<file path="src/design/atpp_pkg.sv">
// Shared types and constants of the adaptive-threshold peak picker.
package atpp_pkg;

	// Field widths
	localparam int VAL_W     = 16;  // onset strength, unsigned Q0.16
	localparam int CFG_W     = 16;  // configuration register width
	localparam int IDX_W     = 12;  // reported frame index
	localparam int CFG_IDX_W = 1;   // configuration register index

	// Configuration register indexes
	localparam logic [CFG_IDX_W-1:0] REG_GAIN = 1'b0;
	localparam logic [CFG_IDX_W-1:0] REG_SENS = 1'b1;

	// Configuration reset values
	localparam logic [CFG_W-1:0] GAIN_RESET = 16'd4096;   // 1.0 in Q4.12
	localparam logic [CFG_W-1:0] SENS_RESET = 16'd32768;  // 0.5 in Q0.16

	// Offset term: sensitivity is Q0.16, gain is Q4.12, so the offset is shifted by 12
	localparam int OFS_SHIFT = 12;

	// Frames skipped after a peak
	localparam int             SKIP_W     = 2;
	localparam logic [SKIP_W-1:0] SKIP_AFTER = 2'd3;

	// Results reported per input frame
	localparam int MAX_RESULTS = 2;
	localparam int RES_CNT_W   = $clog2(MAX_RESULTS + 1);

	// Result buffer
	localparam int RES_DEPTH = 2;
	localparam int RES_PTR_W = 1;
	localparam int RES_FILL_W = 2;

	// One result item
	typedef struct packed {
		logic [IDX_W-1:0] peak_index;
		logic             last_in_run;
	} res_t;

	// Stage enables of the threshold datapath
	typedef struct packed {
		logic mul_en;
		logic add_en;
	} thr_ctl_t;

endpackage

</file>
<file path="src/design/atpp_ifs.sv">
// Channel interfaces: frame input, peak output and configuration write.
interface atpp_frame_if import atpp_pkg::*; ();
	logic             valid;
	logic             ready;
	logic [VAL_W-1:0] onset_strength;
	logic             last_frame;

	modport source (output valid, output onset_strength, output last_frame, input ready);
	modport sink   (input valid, input onset_strength, input last_frame, output ready);
endinterface

interface atpp_peak_if import atpp_pkg::*; ();
	logic             valid;
	logic             ready;
	logic [IDX_W-1:0] peak_index;
	logic             last_in_run;

	modport source (output valid, output peak_index, output last_in_run, input ready);
	modport sink   (input valid, input peak_index, input last_in_run, output ready);
endinterface

interface atpp_cfg_if import atpp_pkg::*; ();
	logic                 valid;
	logic                 ready;
	logic [CFG_IDX_W-1:0] index;
	logic [CFG_W-1:0]     data;

	modport source (output valid, output index, output data, input ready);
	modport sink   (input valid, input index, input data, output ready);
endinterface

</file>
<file path="src/design/atpp_cell.sv">
// One cell of the frame window: a value and its valid flag, shifted towards the oldest end.
module atpp_cell import atpp_pkg::*; (
	input  logic             clk,
	input  logic             arst_n,
	input  logic             shift,
	input  logic             clear,
	input  logic [VAL_W-1:0] d_value,
	input  logic             d_valid,
	output logic [VAL_W-1:0] q_value,
	output logic             q_valid
);

	logic [VAL_W-1:0] value_q;
	logic             valid_q;

	// Value register, no reset needed
	always_ff @(posedge clk) begin
		if (shift) begin
			value_q <= d_value;
		end
	end

	// Valid flag, cleared at sequence end
	always_ff @(posedge clk or negedge arst_n) begin
		if (!arst_n) begin
			valid_q <= 1'b0;
		end else begin
			priority if (clear) begin
				valid_q <= 1'b0;
			end else if (shift) begin
				valid_q <= d_valid;
			end else begin
				valid_q <= valid_q;
			end
		end
	end

	assign q_value = value_q;
	assign q_valid = valid_q;

endmodule

</file>
<file path="src/design/atpp_thresh.sv">
// Threshold datapath: value*count*40960 > sum*gain*10 + sens*count*4096, in three steps.
module atpp_thresh import atpp_pkg::*; #(
	parameter int SUM_W = 20,
	parameter int CNT_W = 4
) (
	input  logic             clk,
	input  thr_ctl_t         ctl,
	input  logic [VAL_W-1:0] x,
	input  logic [SUM_W-1:0] sum,
	input  logic [CNT_W-1:0] count,
	input  logic [CFG_W-1:0] gain,
	input  logic [CFG_W-1:0] sens,
	output logic             pass
);

	localparam int SG_W   = SUM_W + CFG_W;
	localparam int XC_W   = VAL_W + CNT_W;
	localparam int SC_W   = CFG_W + CNT_W;
	localparam int SG10_W = SG_W + 4;
	localparam int XC10_W = XC_W + 4;
	localparam int CMP_W  = SG_W + 5;

	logic [SG_W-1:0]   sg_s1;
	logic [XC_W-1:0]   xc_s1;
	logic [SC_W-1:0]   sc_s1;
	logic [SG10_W-1:0] sg10_s2;
	logic [XC10_W-1:0] xc10_s2;
	logic [SC_W-1:0]   sc_s2;
	logic [CMP_W-1:0]  lhs;
	logic [CMP_W-1:0]  rhs;

	// Step 1: the three products
	always_ff @(posedge clk) begin
		if (ctl.mul_en) begin
			sg_s1 <= SG_W'(sum) * SG_W'(gain);
			xc_s1 <= XC_W'(x) * XC_W'(count);
			sc_s1 <= SC_W'(sens) * SC_W'(count);
		end
	end

	// Step 2: times ten as shift and add
	always_ff @(posedge clk) begin
		if (ctl.add_en) begin
			sg10_s2 <= SG10_W'({sg_s1, 3'b000}) + SG10_W'({sg_s1, 1'b0});
			xc10_s2 <= XC10_W'({xc_s1, 3'b000}) + XC10_W'({xc_s1, 1'b0});
			sc_s2   <= sc_s1;
		end
	end

	// Step 3: offset add and compare
	assign lhs  = CMP_W'({xc10_s2, {OFS_SHIFT{1'b0}}});
	assign rhs  = CMP_W'(sg10_s2) + CMP_W'({sc_s2, {OFS_SHIFT{1'b0}}});
	assign pass = lhs > rhs;

endmodule

</file>
<file path="src/design/atpp_res_buf.sv">
// Two-entry result buffer driving the peak output channel.
module atpp_res_buf import atpp_pkg::*; (
	input  logic  clk,
	input  logic  arst_n,
	input  logic  push,
	input  res_t  push_data,
	output logic  full,
	atpp_peak_if.source peak_out
);

	res_t                  ent_q [RES_DEPTH];
	logic [RES_PTR_W-1:0]  wr_ptr_q;
	logic [RES_PTR_W-1:0]  rd_ptr_q;
	logic [RES_FILL_W-1:0] fill_q;
	logic                  pop;

	assign pop  = peak_out.valid & peak_out.ready;
	assign full = (fill_q == RES_FILL_W'(RES_DEPTH));

	// Entry storage
	always_ff @(posedge clk) begin
		if (push) begin
			ent_q[wr_ptr_q] <= push_data;
		end
	end

	// Pointers and fill level
	always_ff @(posedge clk or negedge arst_n) begin
		if (!arst_n) begin
			wr_ptr_q <= '0;
			rd_ptr_q <= '0;
			fill_q   <= '0;
		end else begin
			if (push) begin
				wr_ptr_q <= wr_ptr_q + 1'b1;
			end
			if (pop) begin
				rd_ptr_q <= rd_ptr_q + 1'b1;
			end
			fill_q <= fill_q + RES_FILL_W'(push) - RES_FILL_W'(pop);
		end
	end

	assign peak_out.valid       = (fill_q != '0);
	assign peak_out.peak_index  = ent_q[rd_ptr_q].peak_index;
	assign peak_out.last_in_run = ent_q[rd_ptr_q].last_in_run;

endmodule

</file>
<file path="src/design/adaptive_threshold_peak_picker.sv">
// Onset peak picker: each frame is held in a row of window cells and judged against a
// centred moving average of up to 2*(AVG_WINDOW/2)+1 frames once AVG_WINDOW/2 later frames
// have arrived or the sequence ends; a peak must beat gain*average + 0.1*sensitivity and
// both neighbours, and the next three frames are then passed over. A new frame is taken
// only once the previous one is through the sequencer; after the frame marked last, the
// frames above the centre cell but the last are shifted to it one at a time. Each judged
// frame passes through the multiply, scale and compare steps of the shared datapath. Up to
// two peak indexes per frame leave through a two-entry buffer, the last one flagged; a full
// buffer holds the sequencer. Registers may be written whenever no frame is in flight.
module adaptive_threshold_peak_picker import atpp_pkg::*; #(
	parameter int AVG_WINDOW = 10,
	parameter int MAX_FRAMES = 4096
) (
	input  logic        clk,
	input  logic        arst_n,
	atpp_frame_if.sink  frame_in,
	atpp_peak_if.source peak_out,
	atpp_cfg_if.sink    cfg_wr
);

	localparam int HALF      = AVG_WINDOW / 2;
	localparam int DEPTH     = 2 * HALF + 1;
	localparam int SUM_W     = VAL_W + $clog2(DEPTH);
	localparam int CNT_W     = $clog2(DEPTH + 1);
	localparam int FRAME_CAP = MAX_FRAMES + 2 * HALF;
	localparam int POS_W     = $clog2(FRAME_CAP + 1);
	localparam int FL_W      = $clog2(HALF + 1);
	localparam int IDX_MAX   = MAX_FRAMES - 1;

	// Sequencer codes
	localparam logic [2:0] ST_IDLE = 3'd0;
	localparam logic [2:0] ST_MUL  = 3'd1;
	localparam logic [2:0] ST_ADD  = 3'd2;
	localparam logic [2:0] ST_CMP  = 3'd3;
	localparam logic [2:0] ST_DONE = 3'd4;

	logic [2:0]           state_q;
	logic [SUM_W-1:0]     sum_q;
	logic [CNT_W-1:0]     cnt_q;
	logic [POS_W-1:0]     pos_q;
	logic [SKIP_W-1:0]    skip_q;
	logic [FL_W-1:0]      flush_q;
	logic                 last_seq_q;
	logic [RES_CNT_W-1:0] nres_q;
	logic [IDX_W-1:0]     pend_idx_q;
	logic                 have_pend_q;
	logic [CFG_W-1:0]     gain_q;
	logic [CFG_W-1:0]     sens_q;

	logic [VAL_W-1:0] tap_val [DEPTH+1];
	logic             tap_vld [DEPTH+1];

	logic             in_acc;
	logic             flush_shift;
	logic             shift_en;
	logic             clear_seq;
	logic [VAL_W-1:0] out0_val;
	logic             thr_pass;
	thr_ctl_t         thr_ctl;
	logic             eligible;
	logic             is_peak;
	logic             take;
	logic             cmp_stall;
	logic             done_stall;
	logic             buf_full;
	logic             buf_push;
	res_t             buf_data;
	logic [POS_W-1:0] idx_full;
	logic [POS_W-1:0] idx_sat;

	// Configuration registers
	assign cfg_wr.ready = 1'b1;

	always_ff @(posedge clk or negedge arst_n) begin
		if (!arst_n) begin
			gain_q <= GAIN_RESET;
			sens_q <= SENS_RESET;
		end else if (cfg_wr.valid) begin
			unique case (cfg_wr.index)
				REG_GAIN: gain_q <= cfg_wr.data;
				REG_SENS: sens_q <= cfg_wr.data;
				default:  gain_q <= gain_q;
			endcase
		end
	end

	// Handshake and shift control
	assign frame_in.ready = (state_q == ST_IDLE);
	assign in_acc         = frame_in.valid & frame_in.ready;
	assign shift_en       = in_acc | flush_shift;

	// Window chain: newest at the top, oldest in cell 0; flush shifts feed empty slots
	assign tap_val[DEPTH] = in_acc ? frame_in.onset_strength : '0;
	assign tap_vld[DEPTH] = in_acc;

	for (genvar i = 0; i < DEPTH; i++) begin : g_cell
		atpp_cell u_cell (
			.clk     (clk),
			.arst_n  (arst_n),
			.shift   (shift_en),
			.clear   (clear_seq),
			.d_value (tap_val[i+1]),
			.d_valid (tap_vld[i+1]),
			.q_value (tap_val[i]),
			.q_valid (tap_vld[i])
		);
	end

	assign out0_val = tap_vld[0] ? tap_val[0] : '0;

	// Threshold datapath on the centre cell
	assign thr_ctl.mul_en = (state_q == ST_MUL);
	assign thr_ctl.add_en = (state_q == ST_ADD);

	atpp_thresh #(
		.SUM_W (SUM_W),
		.CNT_W (CNT_W)
	) u_thresh (
		.clk   (clk),
		.ctl   (thr_ctl),
		.x     (tap_val[HALF]),
		.sum   (sum_q),
		.count (cnt_q),
		.gain  (gain_q),
		.sens  (sens_q),
		.pass  (thr_pass)
	);

	// Frame index of the centre cell, saturated
	assign idx_full = pos_q - POS_W'(HALF + 1);
	assign idx_sat  = (idx_full > POS_W'(IDX_MAX)) ? POS_W'(IDX_MAX) : idx_full;

	// Peak decision; the first frame of a sequence is never judged
	assign eligible = tap_vld[HALF] & tap_vld[HALF-1];
	assign is_peak  = eligible && (skip_q == '0) && thr_pass
	                  && (tap_val[HALF] > tap_val[HALF-1])
	                  && (tap_val[HALF] > tap_val[HALF+1]);
	assign take     = is_peak && (nres_q < RES_CNT_W'(MAX_RESULTS));

	// A new peak pushes the one held before it; the held one goes out flagged at the end
	assign cmp_stall   = take && have_pend_q && buf_full;
	assign done_stall  = have_pend_q && buf_full;
	assign flush_shift = (state_q == ST_CMP) && !cmp_stall && (flush_q != '0);
	assign clear_seq   = (state_q == ST_DONE) && !done_stall && last_seq_q;

	always_comb begin
		buf_push             = 1'b0;
		buf_data.peak_index  = pend_idx_q;
		buf_data.last_in_run = 1'b0;
		if (state_q == ST_CMP) begin
			buf_push = take && have_pend_q && !buf_full;
		end else if (state_q == ST_DONE) begin
			buf_push             = have_pend_q && !buf_full;
			buf_data.last_in_run = 1'b1;
		end
	end

	atpp_res_buf u_res_buf (
		.clk       (clk),
		.arst_n    (arst_n),
		.push      (buf_push),
		.push_data (buf_data),
		.full      (buf_full),
		.peak_out  (peak_out)
	);

	// Running window sum, frame count in window and frame position
	always_ff @(posedge clk or negedge arst_n) begin
		if (!arst_n) begin
			sum_q <= '0;
			cnt_q <= '0;
			pos_q <= '0;
		end else begin
			priority if (clear_seq) begin
				sum_q <= '0;
				cnt_q <= '0;
				pos_q <= '0;
			end else if (shift_en) begin
				sum_q <= sum_q - SUM_W'(out0_val) + SUM_W'(tap_val[DEPTH]);
				cnt_q <= cnt_q + CNT_W'(in_acc) - CNT_W'(tap_vld[0]);
				if (pos_q != POS_W'(FRAME_CAP)) begin
					pos_q <= pos_q + 1'b1;
				end
			end else begin
				sum_q <= sum_q;
				cnt_q <= cnt_q;
				pos_q <= pos_q;
			end
		end
	end

	// Sequencer
	always_ff @(posedge clk or negedge arst_n) begin
		if (!arst_n) begin
			state_q     <= ST_IDLE;
			skip_q      <= '0;
			flush_q     <= '0;
			last_seq_q  <= 1'b0;
			nres_q      <= '0;
			have_pend_q <= 1'b0;
			pend_idx_q  <= '0;
		end else begin
			unique case (state_q)
				ST_IDLE: begin
					if (in_acc) begin
						last_seq_q <= frame_in.last_frame;
						flush_q    <= frame_in.last_frame ? FL_W'(HALF - 1) : '0;
						state_q    <= ST_MUL;
					end
				end
				ST_MUL: begin
					state_q <= ST_ADD;
				end
				ST_ADD: begin
					state_q <= ST_CMP;
				end
				ST_CMP: begin
					if (!cmp_stall) begin
						if (eligible) begin
							priority if (skip_q != '0) begin
								skip_q <= skip_q - 1'b1;
							end else if (is_peak) begin
								skip_q <= SKIP_AFTER;
							end else begin
								skip_q <= skip_q;
							end
						end
						if (take) begin
							pend_idx_q  <= IDX_W'(idx_sat);
							have_pend_q <= 1'b1;
							nres_q      <= nres_q + 1'b1;
						end
						if (flush_q != '0) begin
							flush_q <= flush_q - 1'b1;
							state_q <= ST_MUL;
						end else begin
							state_q <= ST_DONE;
						end
					end
				end
				ST_DONE: begin
					if (!done_stall) begin
						have_pend_q <= 1'b0;
						nres_q      <= '0;
						if (last_seq_q) begin
							skip_q     <= '0;
							last_seq_q <= 1'b0;
						end
						state_q <= ST_IDLE;
					end
				end
				default: begin
					state_q <= ST_IDLE;
				end
			endcase
		end
	end

endmodule

</file>
<file path="src/flat_wrapper.sv">
// flat-port wrapper written by rule: the top's interface ports become plain ports
module adaptive_threshold_peak_picker_flat import atpp_pkg::*;
#(
	parameter int AVG_WINDOW = 10,
	parameter int MAX_FRAMES = 4096
)
  (clk, arst_n, frame_in_valid, frame_in_onset_strength, frame_in_last_frame, frame_in_ready, peak_out_valid, peak_out_peak_index, peak_out_last_in_run, peak_out_ready, cfg_wr_valid, cfg_wr_index, cfg_wr_data, cfg_wr_ready);
  atpp_frame_if frame_in_i ();
  atpp_peak_if peak_out_i ();
  atpp_cfg_if cfg_wr_i ();
  input  logic clk;
  input  logic arst_n;
  input wire logic [$bits(frame_in_i.valid)-1:0] frame_in_valid;
  input wire logic [$bits(frame_in_i.onset_strength)-1:0] frame_in_onset_strength;
  input wire logic [$bits(frame_in_i.last_frame)-1:0] frame_in_last_frame;
  output wire logic [$bits(frame_in_i.ready)-1:0] frame_in_ready;
  output wire logic [$bits(peak_out_i.valid)-1:0] peak_out_valid;
  output wire logic [$bits(peak_out_i.peak_index)-1:0] peak_out_peak_index;
  output wire logic [$bits(peak_out_i.last_in_run)-1:0] peak_out_last_in_run;
  input wire logic [$bits(peak_out_i.ready)-1:0] peak_out_ready;
  input wire logic [$bits(cfg_wr_i.valid)-1:0] cfg_wr_valid;
  input wire logic [$bits(cfg_wr_i.index)-1:0] cfg_wr_index;
  input wire logic [$bits(cfg_wr_i.data)-1:0] cfg_wr_data;
  output wire logic [$bits(cfg_wr_i.ready)-1:0] cfg_wr_ready;
  assign frame_in_i.valid = frame_in_valid;
  assign frame_in_i.onset_strength = frame_in_onset_strength;
  assign frame_in_i.last_frame = frame_in_last_frame;
  assign frame_in_ready = frame_in_i.ready;
  assign peak_out_valid = peak_out_i.valid;
  assign peak_out_peak_index = peak_out_i.peak_index;
  assign peak_out_last_in_run = peak_out_i.last_in_run;
  assign peak_out_i.ready = peak_out_ready;
  assign cfg_wr_i.valid = cfg_wr_valid;
  assign cfg_wr_i.index = cfg_wr_index;
  assign cfg_wr_i.data = cfg_wr_data;
  assign cfg_wr_ready = cfg_wr_i.ready;
  adaptive_threshold_peak_picker #(.AVG_WINDOW(AVG_WINDOW), .MAX_FRAMES(MAX_FRAMES)) u_core (.clk(clk), .arst_n(arst_n), .frame_in(frame_in_i), .peak_out(peak_out_i), .cfg_wr(cfg_wr_i));
endmodule
</file>
<file path="config.mk">
export PLATFORM = sky130hd
export DESIGN_NAME = adaptive_threshold_peak_picker_flat
export DESIGN_NICKNAME = d
export VERILOG_FILES = /design/src/design/atpp_pkg.sv /design/src/design/atpp_ifs.sv /design/src/design/atpp_cell.sv /design/src/design/atpp_thresh.sv /design/src/design/atpp_res_buf.sv /design/src/design/adaptive_threshold_peak_picker.sv /design/src/flat_wrapper.sv
export SDC_FILE = /design/constraint.sdc
export NUM_CORES = 2
export LEC_CHECK = 0
export ABC_AREA = 1
export ABC_CLOCK_PERIOD_IN_PS = 7350
export CAP_MARGIN = 20
export CORE_ASPECT_RATIO = 0.5
export CORE_MARGIN = 3
export CORE_UTILIZATION = 55
export CTS_CLUSTER_SIZE = 25
export DETAILED_ROUTE_END_ITERATION = 8
export DONT_BUFFER_PORTS = 1
export PLACE_DENSITY = 0.7
export SETUP_SLACK_MARGIN = 0.3
export SYNTH_ARGS = -nofsm -noshare
export SYNTH_HDL_FRONTEND = slang
export SYNTH_SLANG_ARGS = --single-unit
</file>
<file path="constraint.sdc">
create_clock -name clk -period 7.35 [get_ports clk]
set_input_delay 1.47 -clock clk [delete_from_list [all_inputs] [get_ports clk]]
set_output_delay 1.47 -clock clk [all_outputs]
set_load 0.01 [all_outputs]
</file>
# Word-level counts from Yosys, hierarchy flattened
# Memory sizes are Yosys's and may differ from the RTL's.
# Index checks and enable logic that the tools add are counted.
# op_classes
add_sub_neg	16
n_mul	3
order_cmp	5
eq_ne	14
muxes	65
bitwise	6
n_reduce_logical	36
# ops
cell	count
adder 40 x 32 -> 41 bit	1
greater-than comparator 36 x 41 -> 1 bit	1
adder 39 x 37 -> 40 bit	1
multiplier 16 x 4 -> 20 bit	2
2-to-1 mux 20 bit	2
2-to-1 mux 13 bit	3
multiplier 20 x 16 -> 36 bit	1
greater-than comparator 16 bit	2
2-to-1 mux 1 bit	32
2-to-1 mux 16 bit	2
adder 23 x 21 -> 24 bit	1
2-to-1 mux 3 bit	8
adder 20 x 16 -> 20 bit	1
subtractor 20 x 16 -> 20 bit	1
2-to-1 mux 2 bit	9
case mux 3 bit (5 select lines)	1
logical AND 1 bit	14
nonzero test 2 bit	7
adder 13 x 1 -> 13 bit (second input constant)	1
greater-than comparator 13 x 12 -> 1 bit (second input constant)	1
!= test 13 bit (second input constant)	1
subtractor 13 x 3 -> 13 bit (second input constant)	1
2-to-1 mux 12 bit	1
AND reduction 3 bit	3
other kinds (30)	48
# word_totals
ff_bits	444
ramBits	26
input_bits	39
output_inout_bits	16
elab_cells	189
mem_count	1
# memory_table
name	words	word_bits	rd	rd_ports_with_merged_regs	write_ports	line	source
u_core.u_res_buf.ent_q	2	13	1	0	1	atpp_res_buf.sv:11	res_t ent_q [RES_DEPTH];

# Longest topological paths before layout
# logic_depth
word_depth	14
ltp_mapped	35
mapped_depth_nobuf	35

# Modules after synthesis
# Synthesis repeated with hierarchy kept, for this count alone.
# unflattened
hier_cells	4354
hier_area_um2	38523.2
# modules_own_cells
mod	instances	cells_per_inst	area_per_inst_um2	seq_area_each_um2
atpp_thresh	1	3018	24364.6	4744.6
adaptive_threshold_peak_picker	1	997	7209.4	2329.7
atpp_cell	11	22	525.5	505.5
atpp_res_buf	1	97	1168.6	880.8

# Least setup slack after synthesis
# OpenSTA, ideal clock, no wires.
# synth_path
path_type	reg-to-reg
from	reg u_core.state_q[2]
to	reg u_core.u_thresh.sc_s2[0] (enable)
setup_time_ns	0.626
arrival_ns	6.049
required_ns	6.724
path_slack_ns	0.675
path_stages_with_launch	2
path_buffers	0
synth_period_minus_slack_ns	6.675
cell_sequence	dfrtp_1 nor3_1
# synth_between
elab_chain_cells	1
# synth_lines
item	line	source
from (decl)	adaptive_threshold_peak_picker.sv:37	logic [2:0] state_q;
from (signal assigned)	adaptive_threshold_peak_picker.sv:195	state_q <= ST_IDLE;
from (signal assigned)	adaptive_threshold_peak_picker.sv:208	state_q <= ST_MUL;
from (signal assigned)	adaptive_threshold_peak_picker.sv:212	state_q <= ST_ADD;
equality test 3 x 2 -> 1 bit	adaptive_threshold_peak_picker.sv:113	assign thr_ctl.add_en = (state_q == ST_ADD);
to (signal assigned)	atpp_thresh.sv:46	sc_s2 <= sc_s1;
to (decl)	atpp_thresh.sv:28	logic [SC_W-1:0] sc_s2;
# Every way passes these cells.
# A chain may end at the register's enable or synchronous reset.

# Final worst setup path
# layout_path
from	reg u_core.gain_q[6]
to	reg u_core.u_thresh.sg_s1[26], data pin
# layout_between
elab_chain_cells	1
# layout_lines
item	line	source
from (decl)	adaptive_threshold_peak_picker.sv:47	logic [CFG_W-1:0] gain_q;
from (signal assigned)	adaptive_threshold_peak_picker.sv:80	REG_GAIN: gain_q <= cfg_wr.data;
from (signal assigned)	adaptive_threshold_peak_picker.sv:82	default: gain_q <= gain_q;
multiplier 20 x 16 -> 36 bit	atpp_thresh.sv:35	sg_s1 <= SG_W'(sum) * SG_W'(gain);
to (signal assigned)	atpp_thresh.sv:35	
to (decl)	atpp_thresh.sv:23	logic [SG_W-1:0] sg_s1;
# Every way passes these cells.

==> flow_summary.yaml <==
global_route:
  track_usage_pct: 26.8
  antenna_found_initial: 9
  grt-ovfl-total: 0
  grt_pass1_vias: 26969
  grt_pass1_wl_mm: 149
  grt_max_degree: 109
clock_network:
  clock-sinks: 468
  cts_repair_resize_count: 0
  cts_tree: "built"
  cts_buffers: 44
  postCtsSetupRepairBufs: 0
  cts-hold-fix-buffers: 0
  htreeDepth: 2
  clkSlewWorstSetupHoldPaths_ns: 0.07
  clockBufferDepth: 3
  cts-root-buf: "clkbuf_16"
  clkLatencyLatePin_ns: 0.61
logic_synthesis:
  syn_area_um2: 37300
  async_reset_ff_share_pct: 23.1
  synthFlopType: "edfxtp_1"
  synth-seq-cells: 468
  synth_nets: 4773
  synth_edf_count: 360
  avgSynthCellArea_um2: 9.12
  seq_area_frac_synth_pct: 36.2
  yosysUniqueCellTypes: 55
  synth_warnings: 0
  netlist_instances: 4092
sta:
  period_minus_slack_ns: 6.59
  period_share_pct: 89.6
  setup_violations: 0
  finClkSkew_ns: 0.0294
  finalMaxSlewViolations: 0
  tns_ns: 0
  worst_slew_pin_slew_ns: 0.995
  rsz0062_at_grt: "no"
  final_hold_viol_count: 0
  relSlewSlack_pct: 33.7
  timing.fmax_mhz: 152
cells_and_area:
  final_common_cell: "nand2_1"
  area_delta_synth_final_pct: 6.47
  drive_gt1_share_pct: 3.13
  fin_nets: 4729
  layout_common_cells: "nand2_1 (1,016), inv_1 (820), edfxtp_1 (360)"
  stdcell_count: 4968
die:
  io_pins: 55
  die_w_um: 374
  die-area_um2: 71200
  die-height_um: 190
  start_util_pct: 56.5
  rows: 66
  core_um2: 66100
worst_hold_path:
  min_delay_path_depth: 0
  hold_path_end: "u_core.g_cell[8].u_cell.q_value[2]$_DFFE_PP_"
  hp-class: "reg -> reg"
  hold_start: "u_core.g_cell[9].u_cell.q_value[2]$_DFFE_PP_"
critical_path:
  worstRegToRegCells: 24
  cp-start-kind: "flop"
  critPathKind: "reg -> reg"
  rrSetupSlack_ns: 0.76
  crit_fanout: 21
  cp.required_ns: 7.72
  end_kind: "flop"
  reg2reg_from: "u_core.gain_q[6]$_DFFE_PN0P_"
  rr_endpoint: "u_core.u_thresh.sg_s1[26]$_DFFE_PP_"
  arrival_ns: 6.95
routing:
  dr.pass1.iters: 5
  drtIter0Drc: 2391
  ant_nets: 0
  wl_per_cell_um: 18.7
  viasPerCell: 5.37
  wirelength_mm: 92.8
  drc: 0
  vias: 26700
placed_design:
  place_inst: 4884
  place.port_buffers: 0
  place_congestion: 0.947
  hpwl_mm: 74.2
run:
  cap_violations: 0
run_status:
  outcome: "complete, no violations"
==> cell usage after synthesis, types with 102 or more instances <==
library cell	n	area (um2)
edfxtp_1	360	10800
a21oi_1	213	1070
nor2_1	176	661
o21ai_0	127	636
ha_1	316	3950
clkbuf_1	102	383
inv_1	820	3080
fa_1	326	6530
nand2_1	1016	3810
nand3_1	116	581
dfrtp_1	106	2650
xor2_1	119	1040
==> state kept, by name, indices dropped and copies added (netlist names) <==
| name | cells |
|---|---|
| u_core.u_res_buf.fill_q | 2 |
| u_core.flush_q | 3 |
| u_core.u_res_buf.ent_q | 26 |
| u_core.u_res_buf.rd_ptr_q | 1 |
| u_core.nres_q | 2 |
| u_core.state_q | 3 |
| u_core.u_thresh.sg_s1 | 36 |
| u_core.sum_q | 20 |
| u_core.last_seq_q | 1 |
| u_core.pend_idx_q | 12 |
| u_core.skip_q | 2 |
| u_core.u_thresh.xc_s1 | 20 |
| u_core.g_cell.u_cell.q_valid | 11 |
| u_core.u_thresh.sc_s1 | 20 |
| u_core.pos_q | 13 |
| u_core.u_thresh.sc_s2 | 20 |
| u_core.have_pend_q | 1 |
| u_core.sens_q | 16 |
| u_core.u_res_buf.wr_ptr_q | 1 |
| u_core.g_cell.u_cell.q_value | 176 |
| u_core.cnt_q | 4 |
| u_core.u_thresh.xc10_s2 | 23 |
| u_core.gain_q | 16 |
| u_core.u_thresh.sg10_s2 | 39 |
==> worst max-delay path by stage <==
| stage | startpoint | to | slack, ns | cells past startpoint |
|---|---|---|---|---|
| final | u_core.gain_q[6]$_DFFE_PN0P_ | u_core.u_thresh.sg_s1[26]$_DFFE_PP_ | 0.76 | 24 |
| after CTS | u_core.gain_q[6]$_DFFE_PN0P_ | u_core.u_thresh.sg_s1[26]$_DFFE_PP_ | 0.86 | 24 |
| after floorplan | u_core.state_q[2]$_DFFE_PN0P_ | u_core.u_thresh.sc_s2[0]$_DFFE_PP_ | 0.67 | 1 |
| after detailed placement | u_core.gain_q[6]$_DFFE_PN0P_ | u_core.u_thresh.sg_s1[26]$_DFFE_PP_ | 0.88 | 24 |
| after global routing | u_core.gain_q[6]$_DFFE_PN0P_ | u_core.u_thresh.sg_s1[26]$_DFFE_PP_ | 0.44 | 24 |
| after global placement | u_core.gain_q[3]$_DFFE_PN0P_ | u_core.u_thresh.sg_s1[26]$_DFFE_PP_ | 1.0 | 24 |
==> cell type report <==
class | count | area [um2]
fill | 5675 | 26300
multi-input combinational | 2681 | 20200
sequential | 468 | 13500
inverter | 822 | 3090
clock buffer | 52 | 1140
tap | 884 | 1110
clock inverter | 29 | 320
timing repair buffer | 31 | 310
antenna | 1 | 2.50
==> critical path: stages, from the launching register on <==
cell,delay [ns]
dfrtp_1,0.85
nand2_1,0.17
fa_1,0.57
inv_1,0.05
fa_1,0.53
inv_1,0.05
fa_1,0.50
inv_1,0.05
fa_1,0.48
inv_1,0.05
fa_1,0.54
inv_1,0.06
fa_1,0.48
ha_1,0.37
nand2_1,0.10
nor2_1,0.12
inv_1,0.04
o21ai_0,0.34
a21boi_0,0.25
o21ai_0,0.41
nand2_1,0.09
inv_1,0.09
nor2_1,0.04
nand2_1,0.06
nand2_1,0.05
==> logic make-up (layout without fill, tap and decap cells) <==
logic type / count (synthesis) / count (layout) / synth area share, %
and+or+nand+nor: 1406 / 1406 / 15.3
buffers and inverters: 943 / 934 / 9.59
adders and majority gates: 642 / 642 / 28.1
DFF: 468 / 468 / 36.2
AOI/OAI and AO/OA: 466 / 466 / 6.91
xor gates and xnor gates: 166 / 166 / 3.90
other: 1 / 2 / 0.0101
==> metal layers <==
metal | track usage (%) | vias up | wire, um
met5 | 0 | - | 12
met4 | 5.40 | 2 | 1760
met3 | 6.50 | 125 | 8540
met2 | 40.6 | 863 | 39600
met1 | 39.5 | 12888 | 42800
li1 | - | 12822 | -
==> stage by stage <==
step	setup WS, ns	utilization, %	hold slack (ns)	cell area [um2]
2_1_floorplan	0.675	-	0.400	37300
3_3_place_gp	0.996	57.8	0.401	38200
3_5_place_dp	0.879	57.8	0.405	38200
4_1_cts	0.859	60.0	0.413	39700
5_1_grt	0.439	60.1	0.415	39700
6_report	0.764	60.1	0.411	39700
Power is left out: the tool's default activity adds up to more than one toggle a clock period on the data nets, which glitch-free logic cannot reach.
